<file path="src/design/dgcc_pkg.sv">
// shared types, constants and helpers for the directed graph store
// depends on nothing
package dgcc_pkg;

   localparam int VERTICES     = 16;
   localparam int VERTEX_WIDTH = 4;
   localparam int OP_WIDTH     = 3;

   localparam logic [OP_WIDTH-1:0] OP_ADD_VERTEX = 3'd0;
   localparam logic [OP_WIDTH-1:0] OP_ADD_EDGE   = 3'd1;
   localparam logic [OP_WIDTH-1:0] OP_QUERY_EDGE = 3'd2;
   localparam logic [OP_WIDTH-1:0] OP_SUCC       = 3'd3;
   localparam logic [OP_WIDTH-1:0] OP_PRED       = 3'd4;
   localparam logic [OP_WIDTH-1:0] OP_CYCLE      = 3'd5;

   // adjacency read address source
   localparam logic [1:0] RD_REQ   = 2'd0;
   localparam logic [1:0] RD_IDX   = 2'd1;
   localparam logic [1:0] RD_FRONT = 2'd2;

   // result kinds
   localparam logic [1:0] EMIT_QUERY   = 2'd0;
   localparam logic [1:0] EMIT_CYC_NO  = 2'd1;
   localparam logic [1:0] EMIT_CYC_YES = 2'd2;
   localparam logic [1:0] EMIT_LIST    = 2'd3;

   typedef struct packed {
      logic [OP_WIDTH-1:0]     op;
      logic [VERTEX_WIDTH-1:0] vertex_a;
      logic [VERTEX_WIDTH-1:0] vertex_b;
   } req_type;

   typedef struct packed {
      logic                    answer_bit;
      logic [VERTEX_WIDTH-1:0] neighbor;
      logic                    list_empty;
      logic                    last;
   } rsp_type;

   typedef struct packed {
      logic       capture;
      logic       add_vertex;
      logic       rd_en;
      logic [1:0] rd_sel;
      logic       wr_edge;
      logic       set_clear;
      logic       set_load_row;
      logic       set_pred_bit;
      logic       set_pop;
      logic       idx_clear;
      logic       idx_inc;
      logic       todo_load;
      logic       start_pick;
      logic       visit;
      logic       expand;
      logic       emit;
      logic [1:0] emit_kind;
   } dp_cmd_type;

   typedef struct packed {
      logic set_empty;
      logic set_one;
      logic todo_empty;
      logic frontier_empty;
      logic hits_start;
      logic idx_last;
   } dp_status_type;

   function automatic logic [VERTICES-1:0] vertex_bit(input logic [VERTEX_WIDTH-1:0] v);
      vertex_bit = {{(VERTICES-1){1'b0}}, 1'b1} << v;
   endfunction

   // index of the lowest set bit, zero when none
   function automatic logic [VERTEX_WIDTH-1:0] lowest_bit(input logic [VERTICES-1:0] m);
      lowest_bit = '0;
      for (int i = VERTICES - 1; i >= 0; i--) begin
         if (m[i]) lowest_bit = VERTEX_WIDTH'(i);
      end
   endfunction

endpackage

</file>
<file path="src/design/dgcc_datapath.sv">
// datapath: adjacency memory, vertex masks, search masks and result register
// depends on dgcc_pkg
module dgcc_datapath (
   input  logic                   clock,
   input  logic                   reset,
   input  dgcc_pkg::req_type      req_data,
   input  dgcc_pkg::dp_cmd_type   cmd,
   output dgcc_pkg::dp_status_type status,
   output logic                   rsp_strobe,
   output dgcc_pkg::rsp_type      rsp_data
);
   import dgcc_pkg::*;

   logic [VERTICES-1:0]     adj_mem [VERTICES];
   logic [VERTICES-1:0]     row_valid_ff;
   logic [VERTICES-1:0]     rd_data_ff;
   logic                    rd_valid_ff;
   logic [VERTICES-1:0]     rd_row;
   logic [VERTEX_WIDTH-1:0] rd_addr;

   logic [VERTEX_WIDTH-1:0] a_ff, b_ff;
   logic [VERTICES-1:0]     present_ff, set_ff, todo_ff, start_ff;
   logic [VERTICES-1:0]     visited_ff, frontier_ff;
   logic [VERTEX_WIDTH-1:0] idx_ff;
   logic [VERTEX_WIDTH-1:0] set_low, front_low, todo_low;
   logic                    rsp_strobe_ff;
   rsp_type                 rsp_ff, rsp_in;

   assign rd_row    = rd_valid_ff ? rd_data_ff : '0;
   assign set_low   = lowest_bit(set_ff);
   assign front_low = lowest_bit(frontier_ff);
   assign todo_low  = lowest_bit(todo_ff);

   always_comb begin
      unique case (cmd.rd_sel)
         RD_REQ:   rd_addr = req_data.vertex_a;
         RD_IDX:   rd_addr = idx_ff;
         RD_FRONT: rd_addr = front_low;
         default:  rd_addr = idx_ff;
      endcase
   end

   // adjacency rows, one read or one write a cycle
   always_ff @(posedge clock) begin
      if (cmd.wr_edge) adj_mem[a_ff] <= rd_row | vertex_bit(b_ff);
      if (cmd.rd_en) rd_data_ff <= adj_mem[rd_addr];
   end

   // rows never written read as empty
   always_ff @(posedge clock) begin
      if (reset) begin
         row_valid_ff <= '0;
         rd_valid_ff  <= 1'b0;
      end else begin
         if (cmd.wr_edge) row_valid_ff[a_ff] <= 1'b1;
         if (cmd.rd_en) rd_valid_ff <= row_valid_ff[rd_addr];
      end
   end

   always_ff @(posedge clock) begin
      if (cmd.capture) begin
         a_ff <= req_data.vertex_a;
         b_ff <= req_data.vertex_b;
      end
      if (cmd.idx_clear) idx_ff <= '0;
      else if (cmd.idx_inc) idx_ff <= idx_ff + 1'b1;
      if (cmd.set_clear) set_ff <= '0;
      else if (cmd.set_load_row) set_ff <= rd_row;
      else if (cmd.set_pred_bit) set_ff[idx_ff] <= rd_row[a_ff];
      else if (cmd.set_pop) set_ff[set_low] <= 1'b0;
      if (cmd.todo_load) todo_ff <= present_ff;
      else if (cmd.start_pick) todo_ff[todo_low] <= 1'b0;
      if (cmd.start_pick) start_ff <= vertex_bit(todo_low);
   end

   always_ff @(posedge clock) begin
      if (reset) begin
         present_ff  <= '0;
         visited_ff  <= '0;
         frontier_ff <= '0;
      end else begin
         if (cmd.add_vertex) present_ff <= present_ff | vertex_bit(req_data.vertex_a);
         if (cmd.start_pick) begin
            visited_ff  <= '0;
            frontier_ff <= vertex_bit(todo_low);
         end else if (cmd.visit) begin
            visited_ff[front_low]  <= 1'b1;
            frontier_ff[front_low] <= 1'b0;
         end else if (cmd.expand) begin
            frontier_ff <= frontier_ff | (rd_row & ~visited_ff);
         end
      end
   end

   always_comb begin
      rsp_in = '0;
      unique case (cmd.emit_kind)
         EMIT_QUERY: begin
            rsp_in.answer_bit = rd_row[b_ff];
            rsp_in.last       = 1'b1;
         end
         EMIT_CYC_NO: begin
            rsp_in.last = 1'b1;
         end
         EMIT_CYC_YES: begin
            rsp_in.answer_bit = 1'b1;
            rsp_in.last       = 1'b1;
         end
         EMIT_LIST: begin
            rsp_in.neighbor   = set_low;
            rsp_in.list_empty = status.set_empty;
            rsp_in.last       = status.set_empty | status.set_one;
         end
         default: rsp_in = '0;
      endcase
   end

   always_ff @(posedge clock) begin
      if (reset) rsp_strobe_ff <= 1'b0;
      else rsp_strobe_ff <= cmd.emit;
      if (cmd.emit) rsp_ff <= rsp_in;
   end

   assign status.set_empty      = (set_ff == '0);
   assign status.set_one        = ((set_ff & (set_ff - VERTICES'(1))) == '0);
   assign status.todo_empty     = (todo_ff == '0);
   assign status.frontier_empty = (frontier_ff == '0);
   assign status.hits_start     = ((rd_row & start_ff) != '0);
   assign status.idx_last       = (idx_ff == VERTEX_WIDTH'(VERTICES - 1));

   assign rsp_strobe = rsp_strobe_ff;
   assign rsp_data   = rsp_ff;

endmodule

</file>
<file path="src/design/dgcc_controller.sv">
// controller state machine sequencing each operation over the datapath
// depends on dgcc_pkg
module dgcc_controller (
   input  logic                    clock,
   input  logic                    reset,
   input  logic                    start,
   input  logic [dgcc_pkg::OP_WIDTH-1:0] req_op,
   input  dgcc_pkg::dp_status_type status,
   output logic                    busy,
   output dgcc_pkg::dp_cmd_type    cmd
);
   import dgcc_pkg::*;

   localparam logic [3:0] ST_IDLE       = 4'd0;
   localparam logic [3:0] ST_EDGE_WR    = 4'd1;
   localparam logic [3:0] ST_QUERY      = 4'd2;
   localparam logic [3:0] ST_LOAD       = 4'd3;
   localparam logic [3:0] ST_LIST       = 4'd4;
   localparam logic [3:0] ST_PRED_RD    = 4'd5;
   localparam logic [3:0] ST_PRED_ACC   = 4'd6;
   localparam logic [3:0] ST_NEXT_START = 4'd7;
   localparam logic [3:0] ST_VISIT      = 4'd8;
   localparam logic [3:0] ST_EXPAND     = 4'd9;

   logic [3:0] state_ff, state_in;

   always_ff @(posedge clock) begin
      if (reset) state_ff <= ST_IDLE;
      else state_ff <= state_in;
   end

   assign busy = (state_ff != ST_IDLE);

   always_comb begin
      state_in = state_ff;
      cmd      = '0;
      unique case (state_ff)
         ST_IDLE: begin
            if (start) begin
               cmd.capture = 1'b1;
               case (req_op)
                  OP_ADD_VERTEX: cmd.add_vertex = 1'b1;
                  OP_ADD_EDGE: begin
                     cmd.rd_en = 1'b1;
                     state_in  = ST_EDGE_WR;
                  end
                  OP_QUERY_EDGE: begin
                     cmd.rd_en = 1'b1;
                     state_in  = ST_QUERY;
                  end
                  OP_SUCC: begin
                     cmd.rd_en = 1'b1;
                     state_in  = ST_LOAD;
                  end
                  OP_PRED: begin
                     cmd.set_clear = 1'b1;
                     cmd.idx_clear = 1'b1;
                     state_in      = ST_PRED_RD;
                  end
                  OP_CYCLE: begin
                     cmd.todo_load = 1'b1;
                     state_in      = ST_NEXT_START;
                  end
                  default: state_in = ST_IDLE;
               endcase
            end
         end
         ST_EDGE_WR: begin
            cmd.wr_edge = 1'b1;
            state_in    = ST_IDLE;
         end
         ST_QUERY: begin
            cmd.emit      = 1'b1;
            cmd.emit_kind = EMIT_QUERY;
            state_in      = ST_IDLE;
         end
         ST_LOAD: begin
            cmd.set_load_row = 1'b1;
            state_in         = ST_LIST;
         end
         ST_LIST: begin
            cmd.emit      = 1'b1;
            cmd.emit_kind = EMIT_LIST;
            cmd.set_pop   = 1'b1;
            if (status.set_empty || status.set_one) state_in = ST_IDLE;
         end
         ST_PRED_RD: begin
            cmd.rd_en  = 1'b1;
            cmd.rd_sel = RD_IDX;
            state_in   = ST_PRED_ACC;
         end
         ST_PRED_ACC: begin
            cmd.set_pred_bit = 1'b1;
            if (status.idx_last) begin
               state_in = ST_LIST;
            end else begin
               cmd.idx_inc = 1'b1;
               state_in    = ST_PRED_RD;
            end
         end
         ST_NEXT_START: begin
            if (status.todo_empty) begin
               cmd.emit      = 1'b1;
               cmd.emit_kind = EMIT_CYC_NO;
               state_in      = ST_IDLE;
            end else begin
               cmd.start_pick = 1'b1;
               state_in       = ST_VISIT;
            end
         end
         ST_VISIT: begin
            if (status.frontier_empty) begin
               state_in = ST_NEXT_START;
            end else begin
               cmd.visit  = 1'b1;
               cmd.rd_en  = 1'b1;
               cmd.rd_sel = RD_FRONT;
               state_in   = ST_EXPAND;
            end
         end
         ST_EXPAND: begin
            if (status.hits_start) begin
               cmd.emit      = 1'b1;
               cmd.emit_kind = EMIT_CYC_YES;
               state_in      = ST_IDLE;
            end else begin
               cmd.expand = 1'b1;
               state_in   = ST_VISIT;
            end
         end
         default: state_in = ST_IDLE;
      endcase
   end

endmodule

</file>
<file path="src/design/directed_graph_store_cycle_check.sv">
// query reads the row then emits; successors read the row, load it into the set, then list it;
// predecessors read every row in turn to build the set, then list it; lists then give one result
// per cycle; cycle check picks each registered start in turn and visits then expands each vertex
// reached from it; add vertex needs no later step, add edge reads the row then writes it back;
// synchronous active-high reset empties the graph
// results leave through a register and are strobed for one cycle; the receiver cannot stall
module directed_graph_store_cycle_check (
   input  logic              clock,
   input  logic              reset,
   input  logic              start,
   output logic              busy,
   input  dgcc_pkg::req_type req_data,
   output logic              rsp_strobe,
   output dgcc_pkg::rsp_type rsp_data
);
   import dgcc_pkg::*;

   // command and status between sequencer and datapath
   dp_cmd_type    cmd;
   dp_status_type status;

   // sequencer: one item at a time, busy while its steps run
   dgcc_controller u_controller (
      .clock  (clock),
      .reset  (reset),
      .start  (start),
      .req_op (req_data.op),
      .status (status),
      .busy   (busy),
      .cmd    (cmd)
   );

   // adjacency rows, vertex mask, search masks and the result register
   dgcc_datapath u_datapath (
      .clock      (clock),
      .reset      (reset),
      .req_data   (req_data),
      .cmd        (cmd),
      .status     (status),
      .rsp_strobe (rsp_strobe),
      .rsp_data   (rsp_data)
   );

endmodule
</file>
<file path="config.mk">
export PLATFORM = sky130hd
export DESIGN_NAME = directed_graph_store_cycle_check
export DESIGN_NICKNAME = d
export VERILOG_FILES = /design/src/design/dgcc_pkg.sv /design/src/design/dgcc_datapath.sv /design/src/design/dgcc_controller.sv /design/src/design/directed_graph_store_cycle_check.sv
export SDC_FILE = /design/constraint.sdc
export NUM_CORES = 1
export LEC_CHECK = 0
export ABC_AREA = 1
export ABC_CLOCK_PERIOD_IN_PS = 4500
export BUFFER_PORTS_ARGS = -buffer_cell sky130_fd_sc_hd__buf_2
export CAP_MARGIN = 0
export CORE_MARGIN = 2
export CORE_UTILIZATION = 55
export CTS_BUF_LIST = sky130_fd_sc_hd__clkbuf_16
export DETAILED_ROUTE_END_ITERATION = 8
export PLACE_DENSITY = 0.77
export SLEW_MARGIN = 10
export SYNTH_ARGS = -nofsm -noshare
export SYNTH_HDL_FRONTEND = slang
export SYNTH_SLANG_ARGS = --single-unit
</file>
<file path="constraint.sdc">
create_clock -name clock -period 4.5 [get_ports clock]
set_input_delay 1.125 -clock clock [delete_from_list [all_inputs] [get_ports clock]]
set_output_delay 1.125 -clock clock [all_outputs]
set_load 0.005 [all_outputs]
</file>
==> summary.txt <==
Outcome
  • Outcome: finished, final reports clean

Clock network
  • Clk buf depth: 3
  • CTS Sinks: ~410
  • CTS tree: yes
  • Clock-pin slew on the worst setup and hold paths: about 0.06 ns
  • Total CTS buffers: between 40 and 50
  • H-tree levels: 2
  • CTS resizes: 0
  • Post-CTS Hold Buffers: 0
  • Setup bufs post-CTS: 0
  • Skew-Pair Late Insertion Delay: roughly 0.56 ns
  • Clock root cell: clkbuf_16

Finish
  • Area Growth Syn to Fin: 11.33%
  • # diodes: 0
  • Nets@finish: ~1900
  • Share of cells above drive strength 1: 9.301%
  • Fillers: between 2000 and 3000
  • Final instance area: ~20000 sq um

Flow run
  • Maxcap violations: 0

Die
  • Rows: 67
  • Initial Util: 55.46%
  • CORE AREA: ~33000 sq um
  • Die area: 35130 sq um
  • Die Y: ~190 microns
  • IO Pins: 23
  • Width of the die: approximately 190 microns

Setup path
  • Worst path required time: roughly 5.0 ns
  • CP Launch Type: register
  • Crit path max-delay cell type: dfxtp_1
  • Critical path endpoint category: register
  • Highest net fanout along the worst path: 19
  • CP max stage delay: 0.94 ns
  • Cells along the critical path: nand2_1, o22ai_1, a221oi_1, nor2_1, nor4_1, nor2_1, nand2_1, o311ai_0, nand2_1, a21oi_1
  • Worst EP arrival: around 4.1 ns
  • Crit Path Category: reg2reg
  • Crit path top cell by count: nand2_1

Timing
  • Period utilization: roughly four fifths
  • Final setup skew: 0.02181 ns
  • RSZ-0062 raised after global routing: false
  • Fmax: 277.4 MHz
  • Hold slack: around 0.45 ns
  • Post-layout minimum cycle time: 3.604 ns
  • Post-Route Setup TNS: 0 ns
  • Slew @ Worst Pin: approximately 1.1 ns
  • Max Slew Vio Count: 0
  • Setup violators final: 0
  • Max-slew headroom: around a quarter
  • Count of final hold-check violations: 0
  • Setup ws final: roughly 0.9 ns

Routing
  • Met2 Wirelength: 23590 microns
  • DR vias: 14405
  • First-pass DRT Iterations: 6
  • # DRC: 0
  • Highest metal used: met4
  • Met3 WL: around 5300 microns
  • Met1 wire length: just under 20000 microns
  • WL final: about 50000 microns
  • Remaining antenna violation count after routing: 0
  • Number of vias per cell: around 6.0
  • DRT iter0 DRCs: roughly 1500
  • Wire per inst: about 21 microns

Place
  • Gpl congestion: 0.9423
  • PortBufs: 22
  • Post-DP HPWL: 30590 microns
  • DP Worst Slack: 1.134 ns
  • Placed Area: 19250 sq um

Synthesis
  • Post-Syn Area: ~19000 sq um
  • Gate Count Post-Synth: about 1900
  • Ys flop type: edfxtp_1
  • Net count after synthesis: ~1900
  • Yosys warning count: 0
  • Synth Register Bits: a little over 400
  • FFs w/ async S/R, synth: 0%
  • Netlist cell types: 50
  • Seq/Total Area, Yosys: around three fifths
  • Synthesized area per cell: roughly 9.8 sq um
  • EDFF count, synth: 319

Global route
  • Pin count of the biggest net entering global routing: approximately 130
  • Number of global-route vias before repair: between 10000 and 15000
  • GRT Overall Usage: 28.45%
  • Global-route wire length before repair: 77210 microns
  • Grt ovf: 0
  • Initial antenna violation count: 0

Pwr
  • Pwr Density: 425.1 nW/um^2
  • Worst vdd ir: 0.0003188 V
  • Final Power: roughly 9 mW
  • Lkg Pwr: around 7.7 nW

Hold path
  • Hold WC Path Type: reg2reg
[stage by stage]
step / utilization (%) / std cells
global route: 61.75 / 2394
CTS: 61.75 / 2394
detailed placement: 57.70 / 2316
finish: 61.75 / 2394
floorplan: - / 1884
global placement: 57.70 / 2316
[cells in the mapped netlist (all sizes together), types with 13 or more instances]
cell	number	share of area, %
a21oi	153	4.2
buf	38	1.1
clkbuf	47	1.0
dfxtp	90	9.7
edfxtp	319	52
inv	268	5.4
nand2	320	6.6
nand3	101	2.8
nor2	145	3.0
nor3	30	0.93
o211ai	148	6.0
o21ai	133	3.6
o22ai	13	0.47
[cells by family after synthesis]
group                    count (synthesis)  synth area share (%)
adder cells (fa/ha/maj)                  6                0.4057
flip-flops                             409                 61.50
AND/OR/NAND/NOR                        619                 14.19
AO/OA/AOI/OAI                          494                 16.29
buffers and inverters                  356                 7.613
[where the power goes]
group	total, mW	internal, mW	switching [mW]
Combinational	1.05	0.326	0.729
Sequential	4.31	4.21	0.0982
Clock	3.39	1.95	1.45
[registers in the layout, summed over array words and instances (netlist names), 7 cells and up]
signal                   count
u_datapath.adj_mem         256
u_datapath.frontier_ff      16
u_datapath.present_ff       16
u_datapath.rd_data_ff       16
u_datapath.row_valid_ff     16
u_datapath.rsp_data          7
u_datapath.set_ff           16
u_datapath.start_ff         16
u_datapath.todo_ff          16
u_datapath.visited_ff       16
[area by class of cell]
class / count / area [sq um] / share of cell area (%)
inverters: 270 / 1013 / 4.920
clock inverters: 34 / 247.7 / 1.203
repair buffers: 70 / 495.5 / 2.405
multi-input cells: 1119 / 5802 / 28.16
clock buffers: 44 / 1101 / 5.345
flip-flops and latches: 409 / 11380 / 55.24
well taps: 448 / 560.5 / 2.721
[worst max-delay path: cells and delay by family (launching register included)]
kind,cells,cell delay [ns]
flip-flops,1,0.94
AND/OR/NAND/NOR,6,1.84
AO/OA/AOI/OAI,4,0.72
[cell usage in the layout (no fill, tap or decap), types with 46 or more instances in the layout]
cell	count
o211ai_1	148
nor2_1	123
o21ai_0	117
dfxtp_1	90
nand2_1	315
inv_1	267
buf_4	46
nand3_1	100
edfxtp_1	319
a21oi_1	152
[path summary, 6_finish.rpt]
check	end	slack, ns	start	depth (start not counted)
worst max register to register	u_datapath.set_ff[4]	0.90	u_datapath.rd_valid_ff	10
worst min register to register	u_datapath.visited_ff[15]	0.45	u_datapath.visited_ff[15]	2
worst min-delay path	u_datapath.visited_ff[15]	0.45	u_datapath.visited_ff[15]	2
worst max-delay path	u_datapath.set_ff[4]	0.90	u_datapath.rd_valid_ff	10
[metal layers]
metal	global-route usage, %	vias up
li1	-	6652
met1	38.21	6800
met2	45.90	821
met3	5.235	132
met4	11.87	0
met5	0	-
(Power assumes the default switching activity.)
